[config.mk]
export PLATFORM = sky130hd
export DESIGN_NAME = sbus_frame_channel_decoder_core
export DESIGN_NICKNAME = d
export VERILOG_FILES = /design/src/sfcd_pkg.sv /design/src/sfcd_frame_track.sv /design/src/sfcd_chan_unpack.sv /design/src/sbus_frame_channel_decoder_core.sv
export SDC_FILE = /design/constraint.sdc
export NUM_CORES = 1
export LEC_CHECK = 0
export CAP_MARGIN = 20
export CORE_MARGIN = 3
export CORE_UTILIZATION = 40
export CTS_BUF_LIST = sky130_fd_sc_hd__clkbuf_4
export DETAILED_ROUTE_END_ITERATION = 7
export DONT_BUFFER_PORTS = 1
export SYNTH_ARGS = -nofsm -noshare
export SYNTH_HDL_FRONTEND = slang
export SYNTH_SLANG_ARGS = --single-unit
[constraint.sdc]
create_clock -name clk -period 3.98 [get_ports clk]
set_clock_uncertainty 0.15 [all_clocks]
set_input_delay 0.398 -clock clk [delete_from_list [all_inputs] [get_ports clk]]
set_output_delay 0.398 -clock clk [all_outputs]
set_load 0.01 [all_outputs]
[src/sfcd_pkg.sv]
// Shared constants and types for the serial bus frame channel decoder.
`timescale 1ns / 1ps

package sfcd_pkg;

  localparam int unsigned FRAME_LEN  = 25;
  localparam int unsigned KEPT_BYTES = 10;
  localparam int unsigned POS_W      = 5;
  localparam int unsigned BYTE_W     = 8;
  localparam int unsigned CHAN_W     = 11;
  localparam int unsigned IDX_W      = 3;

  localparam logic [BYTE_W-1:0] SYNC_RESET = 8'h0F;

  // Frame byte counts at which each channel is complete
  localparam logic [POS_W-1:0] POS_CH0 = 5'd3;
  localparam logic [POS_W-1:0] POS_CH1 = 5'd4;
  localparam logic [POS_W-1:0] POS_CH2 = 5'd6;
  localparam logic [POS_W-1:0] POS_CH3 = 5'd7;
  localparam logic [POS_W-1:0] POS_CH4 = 5'd8;
  localparam logic [POS_W-1:0] POS_CH5 = 5'd10;

  localparam logic [IDX_W-1:0] CH0 = 3'd0;
  localparam logic [IDX_W-1:0] CH1 = 3'd1;
  localparam logic [IDX_W-1:0] CH2 = 3'd2;
  localparam logic [IDX_W-1:0] CH3 = 3'd3;
  localparam logic [IDX_W-1:0] CH4 = 3'd4;
  localparam logic [IDX_W-1:0] CH5 = 3'd5;

  typedef logic [KEPT_BYTES-1:0][BYTE_W-1:0] frame_view_t;

  typedef struct packed {
    logic             fire;       // byte taken into a frame
    logic [POS_W-1:0] pos;        // byte count including this byte
    logic             frame_end;  // this byte closes the frame
  } track_ev_t;

  typedef struct packed {
    logic              valid;
    logic              frame_end;
    logic [IDX_W-1:0]  idx;
    logic [CHAN_W-1:0] value;
  } chan_res_t;

endpackage

[src/sfcd_frame_track.sv]
// Sync detection, frame byte counter and storage of the first ten frame bytes.
`timescale 1ns / 1ps

module sfcd_frame_track (
  input  logic                        clk,
  input  logic                        rst_n,
  input  logic                        cfg_we,
  input  logic [sfcd_pkg::BYTE_W-1:0] cfg_wdata,
  input  logic                        step,
  input  logic [sfcd_pkg::BYTE_W-1:0] rx_byte,
  output sfcd_pkg::track_ev_t         ev,
  output sfcd_pkg::frame_view_t       view
);
  import sfcd_pkg::*;

  logic [BYTE_W-1:0] sync_r;
  logic [POS_W-1:0]  pos_r, pos_nxt;
  logic [POS_W-1:0]  pos_inc;
  frame_view_t       bytes_r;
  logic              take;
  logic              at_end;

  assign take    = step && ((pos_r != '0) || (rx_byte == sync_r));
  assign pos_inc = pos_r + POS_W'(1);
  assign at_end  = pos_inc >= POS_W'(FRAME_LEN);

  always_comb begin
    pos_nxt = pos_r;
    if (take) begin
      pos_nxt = at_end ? '0 : pos_inc;
    end
  end

  always_ff @(posedge clk) begin
    if (!rst_n) begin
      sync_r <= SYNC_RESET;
      pos_r  <= '0;
    end else begin
      if (cfg_we) begin
        sync_r <= cfg_wdata;
      end
      pos_r <= pos_nxt;
    end
  end

  always_ff @(posedge clk) begin
    if (take && (pos_r < POS_W'(KEPT_BYTES))) begin
      bytes_r[pos_r[3:0]] <= rx_byte;
    end
  end

  // Current byte bypasses storage so a channel completes in the same pass
  always_comb begin
    for (int i = 0; i < KEPT_BYTES; i++) begin
      view[i] = (take && (pos_r == POS_W'(i))) ? rx_byte : bytes_r[i];
    end
  end

  assign ev.fire      = take;
  assign ev.pos       = pos_inc;
  assign ev.frame_end = at_end;

  a_pos_range: assert property (@(posedge clk) disable iff (!rst_n)
    pos_r < POS_W'(FRAME_LEN))
    else $error("frame byte count out of range");

  a_idle_needs_sync: assert property (@(posedge clk) disable iff (!rst_n)
    (pos_r == '0) && step && (rx_byte != sync_r) |=> (pos_r == '0))
    else $error("left idle without sync byte");

endmodule

[src/sfcd_chan_unpack.sv]
// Unpacks the 11-bit channel values and the end-of-frame marker.
`timescale 1ns / 1ps

module sfcd_chan_unpack (
  input  sfcd_pkg::track_ev_t   ev,
  input  sfcd_pkg::frame_view_t view,
  output sfcd_pkg::chan_res_t   res
);
  import sfcd_pkg::*;

  logic [15:0] w12, w23, w56, w67;
  logic [23:0] w345, w789;

  assign w12  = {view[2], view[1]};
  assign w23  = {view[3], view[2]};
  assign w56  = {view[6], view[5]};
  assign w67  = {view[7], view[6]};
  assign w345 = {view[5], view[4], view[3]};
  assign w789 = {view[9], view[8], view[7]};

  always_comb begin
    res.valid     = 1'b0;
    res.frame_end = 1'b0;
    res.idx       = CH0;
    res.value     = '0;
    case (ev.pos)
      POS_CH0: begin
        res.valid = ev.fire;
        res.idx   = CH0;
        res.value = w12[10:0];
      end
      POS_CH1: begin
        res.valid = ev.fire;
        res.idx   = CH1;
        res.value = w23[13:3];
      end
      POS_CH2: begin
        res.valid = ev.fire;
        res.idx   = CH2;
        res.value = w345[16:6];
      end
      POS_CH3: begin
        res.valid = ev.fire;
        res.idx   = CH3;
        res.value = w56[11:1];
      end
      POS_CH4: begin
        res.valid = ev.fire;
        res.idx   = CH4;
        res.value = w67[14:4];
      end
      POS_CH5: begin
        res.valid = ev.fire;
        res.idx   = CH5;
        res.value = w789[17:7];
      end
      default: begin
        res.valid     = ev.fire && ev.frame_end;
        res.frame_end = ev.frame_end;
      end
    endcase
  end

endmodule

[src/sbus_frame_channel_decoder_core.sv]
// Top level of the serial bus frame channel decoder.
`timescale 1ns / 1ps
//
// Usage:
//   in_*  : one received serial byte per transfer in in_tdata.
//   out_* : one result per transfer. out_tdata[10:0] holds the channel value,
//           out_tuser the channel number 0..5, out_tlast marks end of frame
//           (then value and channel number are zero).
//   cfg_* : cfg_we writes cfg_wdata into the sync byte register (reset 0x0F);
//           write only while the decoder is idle.
// Bytes before a sync byte are dropped. A frame is 25 bytes; channels 0..5
// come out after frame bytes 3, 4, 6, 7, 8 and 10, the end marker after 25.
// Throughput: one byte per cycle while out_tready does not hold the output. A byte goes
// into an input register, then one pass through counter update and unpack logic
// loads the output register, which drives the result on out_tvalid.
// When out_tready is low the output register holds and the input register
// still takes one more byte before in_tready drops.
// Reset (rst_n low, synchronous) empties both registers and returns the
// decoder to waiting for sync.

module sbus_frame_channel_decoder_core (
  input  logic        clk,
  input  logic        rst_n,
  input  logic        in_tvalid,
  output logic        in_tready,
  input  logic [7:0]  in_tdata,   // [7:0] rx_byte
  output logic        out_tvalid,
  input  logic        out_tready,
  output logic [15:0] out_tdata,  // [10:0] channel_value, [15:11] zero
  output logic        out_tlast,  // frame_end
  output logic [2:0]  out_tuser,  // [2:0] channel_index
  input  logic        cfg_we,
  input  logic [7:0]  cfg_wdata   // sync_byte
);
  import sfcd_pkg::*;

  logic              in_valid_r, in_valid_nxt;
  logic [BYTE_W-1:0] in_byte_r;
  logic              out_valid_r, out_valid_nxt;
  logic              out_last_r;
  logic [IDX_W-1:0]  out_idx_r;
  logic [CHAN_W-1:0] out_value_r;
  logic              out_free;
  logic              step;
  logic              in_xfer;
  track_ev_t         ev;
  frame_view_t       view;
  chan_res_t         res;

  assign out_free  = !out_valid_r || out_tready;
  assign in_tready = !in_valid_r || out_free;
  assign step      = in_valid_r && out_free;
  assign in_xfer   = in_tvalid && in_tready;

  always_comb begin
    in_valid_nxt = in_valid_r;
    if (in_xfer) begin
      in_valid_nxt = 1'b1;
    end else if (step) begin
      in_valid_nxt = 1'b0;
    end
  end

  always_comb begin
    out_valid_nxt = out_valid_r;
    if (out_free) begin
      out_valid_nxt = step && res.valid;
    end
  end

  always_ff @(posedge clk) begin
    if (!rst_n) begin
      in_valid_r  <= 1'b0;
      out_valid_r <= 1'b0;
    end else begin
      in_valid_r  <= in_valid_nxt;
      out_valid_r <= out_valid_nxt;
    end
  end

  always_ff @(posedge clk) begin
    if (in_xfer) begin
      in_byte_r <= in_tdata;
    end
    if (step) begin
      out_last_r  <= res.frame_end;
      out_idx_r   <= res.idx;
      out_value_r <= res.value;
    end
  end

  sfcd_frame_track u_track (
    .clk       (clk),
    .rst_n     (rst_n),
    .cfg_we    (cfg_we),
    .cfg_wdata (cfg_wdata),
    .step      (step),
    .rx_byte   (in_byte_r),
    .ev        (ev),
    .view      (view)
  );

  sfcd_chan_unpack u_unpack (
    .ev   (ev),
    .view (view),
    .res  (res)
  );

  assign out_tvalid = out_valid_r;
  assign out_tlast  = out_last_r;
  assign out_tuser  = out_idx_r;
  assign out_tdata  = {{(16 - CHAN_W){1'b0}}, out_value_r};

  a_end_zero: assert property (@(posedge clk) disable iff (!rst_n)
    out_valid_r && out_last_r |-> (out_idx_r == '0) && (out_value_r == '0))
    else $error("end marker carries channel data");

  a_idx_range: assert property (@(posedge clk) disable iff (!rst_n)
    out_valid_r |-> (out_idx_r <= CH5))
    else $error("channel number out of range");

  a_stall_blocks: assert property (@(posedge clk) disable iff (!rst_n)
    in_valid_r && out_valid_r && !out_tready |-> !in_tready)
    else $error("input taken while both stages are full");

  a_reset_empty: assert property (@(posedge clk)
    $past(!rst_n) |-> !out_valid_r && !in_valid_r)
    else $error("pipeline not empty after reset");

endmodule

==> summary.txt, run 1 <==
Yosys
  – Synthesized cell area: 5200 um2
  – Top_reg_cell synth: edfxtp_1
  – Syn. warnings: 0
  – Yosys reg bits: 104
  – Largest cells by area after synthesis: edfxtp_1 (51%), mux2i_1 (12%), dfxtp_1 (5.8%)
  – Post-synth EDFFs: 89
  – Cell type with the largest total area after synthesis: edfxtp_1
  – Share of the synthesized area in the top cell type: 51.4%
  – Synth Area per Inst: 12.9 um2
  – Netlist cell types: 63
  – FFs w/ async S/R, synth: 0%
  – Post-Synthesis Cells: 402
  – Register area share after synthesis: about 57%

Critical path
  – Req. time, crit path: 4.06 ns
  – Critical Path Max Stage Delay: 0.59 ns
  – R2R setup slack: 0.74 ns
  – Crit path capture type: flip-flop
  – Slowest CP cell: dfxtp_1
  – Reg2reg end: out_value_r[4]
  – Reg2reg path depth: 7
  – CP Launch Type: flip-flop
  – Critical R2R Launch: u_track.pos_r[0]
  – Critical Path AT: 3.31 ns
  – Crit Path Max Fanout: 12
  – CP Class: flip-flop to flip-flop
  – CP cell instances: ha_1 > nor2b_1 > nand4_1 > mux2i_1 > o22ai_1 > a211oi_1 > o211ai_1

Drt
  – Vias/cell: 5.48
  – Drt first pass iters: 4
  – DRC viols: 0
  – Total wire length: 11.6 mm
  – Initial DRC count: around 280
  – DRT antenna net count: 0
  – WL/cell: 19.3 um
  – DR vias: 3296

Clocking
  – Cts repair resizes: 0
  – Clock root cell: clkbuf_4
  – Clock Path Buffers: 2
  – Post-CTS setup buffer count: 0
  – Post-CTS Hold Fix Bufs: 25
  – CTS Buf Count: 9
  – Clock-pin slew of the registers on the worst-case setup and hold paths: 0.15 ns
  – Max H-tree Level: 3
  – TritonCTS clock tree: yes
  – TritonCTS Sinks: 104
  – Clock latency at the later pin of the worst-skew pair: 0.48 ns

Outcome
  – Status: completed

Power and ir drop
  – Pwr Density: roughly 330 nW/um2
  – Overall Power: 1.86 mW
  – Leak pwr: 2.16 nW
  – Peak VDD IR: approximately 0.00018 V

Global route
  – First-pass GRT wire length: approximately 18 mm
  – Antenna violations before repair: 1
  – Largest net degree at the start of global routing: 20
  – Number of global-route vias before repair: 3201
  – Grt total ovfl: 0
  – Total GRT Usage: 16.7%

Floorplan
  – Site Rows: 41
  – Initial Util: between 40% and 50%
  – I/O pins: 43
  – Die Ht: 120 um
  – Chip width: about 120 um
  – Die ar.: about 14000 um2
  – Core Footprint: 12700 um2

Place
  – Post-DP HPWL: 7.58 mm
  – I/O Buffers: 0
  – GPL Wtd Cong: around 0.9

Final layout
  – FF+latch area: just under 3000 um2
  – Area delta synth->final: 9.77%
  – Fin nets: 448
  – Multi-input gate area: ~2000 um2
  – Number of fillers in the final layout: 1173
  – Commonest non-fill, non-tap cell in the layout: edfxtp_1
  – Most frequent cells in the layout: edfxtp_1 (89), mux2i_1 (64), nand2_1 (26)
  – Layout cell share with drive strength beyond 1: 11.2%

Timing
  – Worst Tran Pin Value: 0.740 ns
  – Setup TNS: 0 ns
  – Setup-failing EPs final: 0
  – Tmin final: roughly 3.2 ns
  – Pins Over Slew Limit: 0
  – RSZ-0062 raised after global routing: no
  – Slew headroom: approximately half
  – Final hold vios: 0
  – Max Fclk: a little over 0.3 GHz
  – Tcrit/Tclk final: slightly above 80%

Worst hold path
  – Tightest Hold Check Type: input port to flip-flop
  – Hold path startpoint: out_tready
  – Hold endpoint: out_tvalid
  – Hold depth: 2

Job
  – Max Cap Violations: 0
-- where the power goes --
part | internal, mW | switching (mW)
registers | 1.20 | 0.0125
clock network | 0.207 | 0.349
logic | 0.0395 | 0.0537
total | 1.44 | 0.415
-- through the flow --
stage	hold WS (ns)	util (%)	setup slack [ns]	instance area, um2	cells
floorplan	0.312	-	1.38	5220	406
global placement	0.314	41.9	0.938	5310	558
detailed placement	0.315	41.9	0.784	5310	558
CTS	0.0299	45.0	0.767	5700	599
global route	0.0367	45.0	0.525	5710	601
finish	0.0536	45.0	0.741	5710	601
-- cells by family after synthesis --
| group | share of synthesized area, % |
|---|---|
| flops | 57.2 |
| simple gates | 11.1 |
| compound gates | 10.3 |
| mux | 13.2 |
| buf+inv | 5.34 |
| xor+xnor | 1.64 |
| fa+ha+maj | 1.20 |
| other cells | 0.0721 |
-- cell usage after synthesis, drive strengths merged (2+ instances only) --
cell type,instances
nand2b,3
ha,5
nand3,6
o21ai,5
a41oi,2
a211oi,8
and2,2
o221ai,3
dfxtp,15
buf,28
a21boi,2
nor2,16
xor2,8
clkbuf,7
nand3b,2
nand4bb,2
nand4,8
mux2,4
nand2,26
o21a,8
edfxtp,89
a32o,2
nor3,2
and3,5
inv,10
o31ai,2
mux2i,64
nor4,5
a21oi,4
o211ai,6
nor2b,16
o22ai,21
-- state kept, by name, summed over array words and instances, names as in the netlist --
| name | count |
|---|---|
| u_track.sync_r | 8 |
| out_value_r | 11 |
| in_byte_r | 8 |
| out_tlast | 1 |
| out_tuser | 3 |
| out_tvalid | 1 |
| u_track.bytes_r | 66 |
| u_track.pos_r | 5 |
| in_valid_r | 1 |
-- how the worst max path moves through the flow --
stage,slack (ns),from,endpoint,depth (start not counted)
after floorplan,1.38,out_tready,u_track.bytes_r[10],6
after global placement,0.94,u_track.pos_r[0],out_value_r[4],7
after detailed placement,0.78,u_track.pos_r[0],out_value_r[4],7
after CTS,0.77,u_track.pos_r[0],out_value_r[4],7
after global routing,0.53,u_track.pos_r[0],out_value_r[4],7
final,0.74,u_track.pos_r[0],out_value_r[4],7
-- metal layers --
layer | track usage, % | share of wire, %
met1 | 23.2 | 46
met5 | 0 | 0
met2 | 26.2 | 47
met3 | 4.34 | 6.0
met4 | 4.37 | 1.2
-- worst max-delay path, delay by kind of cell, from the launching register on --
| family | cells | cell delay, ns |
|---|---|---|
| AO/OA/AOI/OAI | 3 | 0.58 |
| multiplexers | 1 | 0.34 |
| flip-flops | 1 | 0.59 |
| AND/OR/NAND/NOR | 2 | 0.83 |
| adder cells (fa/ha/maj) | 1 | 0.49 |
-- cell type report --
type,count,area share [%]
clock inverter,5,0.986
inverter,10,0.701
multi-input combinational,257,34.6
clock buffer,11,1.45
antenna,2,0.0877
timing repair buffer,40,6.36
sequential,104,52.1
tap,172,3.77
Power figures use the tool's default switching activity.
==> run 2, diff against run 1 <==
Settings changed: ABC_AREA set to 1.
Clock period 3.98 ns to 3.2 ns, I/O delays scaled along.
==> summary.txt, run 2 <==
Final layout
  – Design Area, Final: 6050 um2 (+5.9%)
  – Layout cell share with drive strength beyond 1: 10.0% (-1.2 points)
  – Area delta synth->final: 11.1%
  – Most frequent cells in the layout: nand2_1 (161), inv_1 (105), edfxtp_1 (89)
  – Commonest non-fill, non-tap cell in the layout: nand2_1
  – Non-Filler Instances: 850 (+41%)
  – Number of fillers in the final layout: 1273 (+8.5%)
  – N_diodes: 0 (-2)
  – Max reg flops: 66 (unchanged)
  – Fin nets: 699 (+56%)

Timing
  – Setup-failing EPs final: 0 (unchanged)
  – Pins Over Slew Limit: 0 (unchanged)
  – Worst Tran Pin Value: 0.722 ns (-0.0173 ns)
  – Slew headroom: 51.7% (+1.2 points)
  – Final hold vios: 0 (unchanged)
  – RSZ-0062 raised after global routing: no
  – Max Fclk: 0.359 GHz (+16%)
  – Tmin final: 2.79 ns (-0.452 ns)
  – Tcrit/Tclk final: 87.1% (+5.7 points)
  – Setup TNS: 0 ns (unchanged)

Yosys
  – Cell type with the largest total area after synthesis: edfxtp_1
  – Post-Synthesis Cells: 637 (+58%)
  – Register area share after synthesis: 54.6% (-2.5 points)
  – Count leader, synth: nand2_1
  – Post-synth EDFFs: 89 (unchanged)
  – Syn. warnings: 0 (unchanged)
  – Largest cells by area after synthesis: edfxtp_1 (49%), nand2_1 (11%), inv_1 (7.2%)
  – Netlist cell types: 28 (-56%)
  – Commonest cells in the netlist: nand2_1 (161), inv_1 (105), edfxtp_1 (89)
  – Synthesized cell area: 5440 um2 (+4.7%)
  – Synth Area per Inst: 8.54 um2 (-34%)
  – Yosys reg bits: 104 (unchanged)
  – FFs w/ async S/R, synth: 0% (unchanged)
  – Top_reg_cell synth: edfxtp_1
  – Share of the synthesized area in the top cell type: 49.1% (-2.3 points)

Floorplan
  – Die ar.: 15000 um2 (+4.4%)
  – Die Ht: 123 um (+2.2%)
  – Initial Util: 41.9% (+0.90 points)
  – I/O pins: 43 (unchanged)
  – Core Footprint: 13000 um2 (+2.4%)
  – Site Rows: 41 (unchanged)
  – Chip width: 123 um (+2.2%)

Global route
  – First-pass GRT wire length: 24.5 mm (+34%)
  – Antenna violations before repair: 0 (-1)
  – Number of global-route vias before repair: 4240 (+32%)
  – Largest net degree at the start of global routing: 26 (+30%)
  – Grt total ovfl: 0 (unchanged)
  – Total GRT Usage: 22.1% (+5.4 points)

Critical path
  – CP Class: flip-flop to flip-flop
  – Critical path depth: 13 (+6)
  – Top cell by count, worst path: nand2_1
  – Critical Path AT: 2.89 ns (-0.42 ns)
  – Reg2reg end: out_value_r[9]
  – R2R setup slack: 0.41 ns (-0.33 ns)
  – Crit Path Max Fanout: 13 (+1)
  – Req. time, crit path: 3.31 ns (-0.75 ns)
  – Buf/Inv on CP: 2 (+2)
  – Reg2reg path depth: 13 (+6)
  – Critical Path Source: in_byte_r[1]
  – Critical R2R Launch: in_byte_r[1]
  – CP Launch Type: flip-flop
  – CP cell instances: inv_2 > nand2_1 > nand2_1 > nand2_1 > nor2_1 > nand2_1 > nand2_4 > buf_4 > nand3_1 > o21ai_0 > nor2_1 > nor2_1 > nand2_1
  – Slowest CP cell: edfxtp_1
  – CP top delay family: simple AND/OR/NAND/NOR gates
  – CP Capture Point: out_value_r[9]
  – Critical Path Max Stage Delay: 0.66 ns (+0.07 ns)
  – Crit path capture type: flip-flop

Power and ir drop
  – Leak pwr: 2.79 nW (+29%)
  – Overall Power: 2.84 mW (+53%)
  – Pwr Density: 469 nW/um2 (+44%)
  – Peak VDD IR: 0.000252 V (+40%)

Job
  – Max Cap Violations: 0 (unchanged)

Place
  – I/O Buffers: 0 (unchanged)
  – Post-DP HPWL: 11.4 mm (+51%)
  – Placed cell area: 5740 um2 (+8.0%)
  – GPL Wtd Cong: 0.975 (+7.4%)
  – Cells after DPL: 814 (+46%)

Clocking
  – TritonCTS clock tree: yes
  – Clock Path Buffers: 2 (unchanged)
  – Clock latency at the later pin of the worst-skew pair: 0.49 ns (about the same)
  – Max H-tree Level: 3 (unchanged)
  – Clock root cell: clkbuf_4
  – Clock-pin slew of the registers on the worst-case setup and hold paths: 0.15 ns (about the same)
  – TritonCTS Sinks: 104 (unchanged)
  – CTS Buf Count: 9 (unchanged)

Drt
  – DRT antenna net count: 0 (unchanged)
  – WL/cell: 18.4 um (-4.7%)
  – Drt first pass iters: 5 (+1)
  – Total wire length: 15.6 mm (+35%)
  – Vias/cell: 5.19 (-5.3%)
  – Initial DRC count: 395 (+41%)
  – DR vias: 4413 (+34%)
  – DRC viols: 0 (unchanged)

Outcome
  – Status: completed

Worst hold path
  – Tightest Hold Check Type: input port to flip-flop
-- run 2: layer usage --
layer  global-route usage [%]  share of wire [%]  up-vias
met5                        0                  0        -
met4                     7.91                2.5        0
met3                     5.25                6.7       31
met2                     35.4                 46      188
met1                     29.3                 44     2060
li1                         -                  -     2134
-- run 2: cell type report --
class	count	area, um2	share of cell area [%]
Clock buffer	10	75.1	1.24
Clock inverter	6	35.0	0.579
Inverter	113	424	7.01
Multi-Input combinational cell	397	1910	31.7
Sequential cell	104	2970	49.2
Tap cell	172	215	3.56
Timing Repair Buffer	48	410	6.79
-- run 2: worst register-to-register path, cell delays in order (launching register included) --
cell	delay, ns
edfxtp_1	0.66
inv_2	0.25
nand2_1	0.07
nand2_1	0.06
nand2_1	0.05
nor2_1	0.09
nand2_1	0.09
nand2_4	0.15
buf_4	0.18
nand3_1	0.31
o21ai_0	0.29
nor2_1	0.06
nor2_1	0.09
nand2_1	0.06
-- run 2: logic make-up (layout without fill, tap and decap cells) --
group,Yosys count,after routing,share of synthesized area [%]
and+or+nand+nor,354,354,29.6
buffers and inverters,140,177,10.7
DFF,104,104,54.6
AOI/OAI and AO/OA,27,27,2.62
xor gates and xnor gates,6,6,1.24
adders and majority gates,5,5,1.15
other,1,5,0.0689
-- run 2: report_power, final --
| part | total, mW | switching, mW | internal (mW) |
|---|---|---|---|
| sequential | 1.58 | 0.0556 | 1.52 |
| clock | 0.599 | 0.433 | 0.165 |
| combinational | 0.661 | 0.460 | 0.201 |
-- run 2: how the worst min path moves through the flow --
stage                           start                 to  slack (ns)  cells after the start
final                     in_tdata[0]       in_byte_r[0]        0.30                      1
after global routing      in_tdata[1]       in_byte_r[1]        0.27                      1
after CTS                 in_tdata[7]       in_byte_r[7]        0.27                      1
after detailed placement        rst_n  u_track.sync_r[3]        0.26                      1
after global placement          rst_n  u_track.sync_r[2]        0.26                      1
after floorplan           in_tdata[0]       in_byte_r[0]        0.27                      0
-- run 2: stage by stage --
step	utilization (%)	setup slack (ns)	hold WS, ns
2_1_floorplan	-	0.925	0.269
3_3_place_gp	44.2	0.465	0.258
3_5_place_dp	44.2	0.431	0.262
4_1_cts	46.6	0.413	0.270
5_1_grt	46.6	0.0681	0.268
6_report	46.6	0.413	0.304
-- run 2: repair_timing --
action / in CTS / in global routing
buffers inserted: 0 / 0
setup endpoints to repair: 0 / 0
hold buffers: 20 / 0
gates resized for setup: 0 / 0
endpoints found under the hold margin: 23 / 0
==> run 3, diff against run 2 <==
Settings changed: CTS_BUF_LIST sky130_fd_sc_hd__clkbuf_4 to sky130_fd_sc_hd__clkbuf_2.
Clock period 3.2 ns to 2.7 ns, I/O delays scaled along.
==> summary.txt, run 3 (synthesis gave the netlist of run 2 again) <==
Outcome
  – Status: completed

Timing
  – Tcrit/Tclk final: 96.5% (+9.4 points)
  – Worst Tran Pin Value: 0.647 ns (-0.0752 ns)
  – Max Fclk: 0.384 GHz (+6.9%)
  – Tmin final: 2.61 ns (-0.180 ns)
  – Setup TNS: 0 ns (unchanged)
  – Final hold vios: 0 (unchanged)
  – Fin worst setup slack: 0.0935 ns (-0.320 ns)
  – Slew headroom: 56.8% (+5.1 points)
  – Setup-failing EPs final: 0 (unchanged)
  – Pins Over Slew Limit: 0 (unchanged)

Drt
  – DRC viols: 0 (unchanged)
  – WL/cell: 17.8 um (-3.0%)
  – Vias/cell: 5.10 (-1.7%)
  – Initial DRC count: 523 (+32%)
  – Total wire length: 15.3 mm (-2.2%)
  – DRT antenna net count: 0 (unchanged)
  – DR vias: 4374 (-0.88%)
  – Drt first pass iters: 5 (unchanged)

Critical path
  – Critical Path AT: 2.85 ns (-0.04 ns)
  – Top cell by count, worst path: nand2_1
  – CP Launch Type: flip-flop
  – Crit path capture type: flip-flop
  – Crit Path Max Fanout: 12 (-1)
  – CP Class: flip-flop to flip-flop
  – Critical Path Max Stage Delay: 0.43 ns (-0.23 ns)
  – Buf/Inv on CP: 2 (unchanged)
  – Req. time, crit path: 2.95 ns (-0.36 ns)
  – CP cell instances: inv_1 > ha_1 > nand2_2 > nor3_4 > nand2_4 > buf_4 > nand3_2 > nand2_1 > nand3_1 > nand2_1 > nor2_1 > nand2_1
  – Slowest CP cell: dfxtp_1
  – CP top delay family: simple AND/OR/NAND/NOR gates

Global route
  – First-pass GRT wire length: 23.5 mm (-4.0%)
  – Total GRT Usage: 21.4% (-0.73 points)
  – Grt total ovfl: 0 (unchanged)
  – Largest net degree at the start of global routing: 25 (-3.8%)
  – Number of global-route vias before repair: 4029 (-5.0%)
  – Antenna violations before repair: 1 (+1)

Final layout
  – Max reg flops: 66 (unchanged)
  – Layout cell share with drive strength beyond 1: 11.8% (+1.8 points)
  – Number of fillers in the final layout: 1216 (-4.5%)
  – Design Area, Final: 6170 um2 (+2.1%)
  – Most frequent cells in the layout: nand2_1 (161), inv_1 (105), edfxtp_1 (89)
  – Area delta synth->final: 13.4%
  – Commonest non-fill, non-tap cell in the layout: nand2_1
  – Fin nets: 706 (+1.0%)
  – N_diodes: 0 (unchanged)

Place
  – Post-DP HPWL: 11.0 mm (-3.5%)
  – Placed cell area: 5760 um2 (+0.48%)
  – I/O Buffers: 0 (unchanged)
  – GPL Wtd Cong: 0.971 (-0.40%)
  – Dpl ws: 0.0514 ns (-0.380 ns)

Power and ir drop
  – Pwr Density: 590 nW/um2 (+26%)
  – Overall Power: 3.64 mW (+28%)
  – Peak VDD IR: 0.000270 V (+7.0%)
  – Leak pwr: 2.85 nW (+2.0%)

Clocking
  – Clock root cell: clkbuf_2
  – TritonCTS Sinks: 104 (unchanged)
  – TritonCTS clock tree: yes
  – Clock Path Buffers: 2 (unchanged)
  – Clock latency at the later pin of the worst-skew pair: 0.61 ns (+0.12 ns)
  – CTS Buf Count: 9 (unchanged)
  – Clock-pin slew of the registers on the worst-case setup and hold paths: 0.27 ns (+0.12 ns)
  – Max H-tree Level: 3 (unchanged)

Floorplan
  – Die ar.: 15000 um2 (unchanged)
  – I/O pins: 43 (unchanged)
  – Core Footprint: 13000 um2 (unchanged)
  – Initial Util: 41.9% (unchanged)
  – Chip width: 123 um (unchanged)
  – Site Rows: 41 (unchanged)
  – Die Ht: 123 um (unchanged)

Worst hold path
  – Tightest Hold Check Type: input port to flip-flop

Job
  – Max Cap Violations: 0 (unchanged)
-- run 3: report_power, final --
group          switching, mW  leakage, nW  total, mW  internal, mW
Sequential            0.0651        0.941       1.87          1.81
Combinational          0.626         1.82      0.946         0.320
Clock                  0.515       0.0837      0.822         0.308
-- run 3: worst paths after layout --
kind | from | end | slack (ns) | cells after the start
min reg2reg | u_track.sync_r[4] | u_track.sync_r[4] | 0.35 | 2
max | u_track.pos_r[1] | out_value_r[1] | 0.09 | 12
max reg2reg | u_track.pos_r[1] | out_value_r[1] | 0.09 | 12
min | in_tdata[7] | in_byte_r[7] | 0.11 | 1
-- run 3: stage by stage --
step | util, % | hold slack (ns) | std cells
5_1_grt | 47.6 | 0.0461 | 857
6_report | 47.6 | 0.111 | 857
4_1_cts | 47.0 | 0.0376 | 852
2_1_floorplan | - | 0.219 | 641
3_3_place_gp | 44.4 | 0.212 | 816
3_5_place_dp | 44.4 | 0.217 | 816
-- run 3: layer usage --
layer	routed length, um	global-route usage (%)	part of all wire (%)	up-vias
li1	-	-	-	2152
met1	6990	30.7	46	2040
met2	6980	31.8	46	153
met3	882	3.73	5.8	27
met4	427	9.24	2.8	2
met5	13	0	0.085	-
-- run 3: repair_timing --
item / in CTS / in global routing
setup buffers: 0 / 4
resized for setup: 1 / 8
setup endpoints to repair: 1 / 13
pin swaps: 0 / 2
hold buffers: 20 / 0
hold endpoints to repair: 34 / 0
cloned: 0 / 1
-- run 3: worst reg2reg max path: stages (launching register included) --
cell and delay, ns:
dfxtp_1 0.43, inv_1 0.16, ha_1 0.24, nand2_2 0.12, nor3_4 0.27, nand2_4 0.17, buf_4 0.18, nand3_2 0.19
nand2_1 0.12, nand3_1 0.09, nand2_1 0.05, nor2_1 0.16, nand2_1 0.07
-- run 3: layout make-up --
class / instances / area (um2) / share of cell area, %
clock buffers: 10 / 50.0 / 0.811
clock inverters: 6 / 82.6 / 1.34
inverters: 113 / 424 / 6.87
multi-input cells: 398 / 1960 / 31.7
flip-flops and latches: 104 / 2970 / 48.2
well taps: 172 / 215 / 3.49
repair buffers: 54 / 468 / 7.58
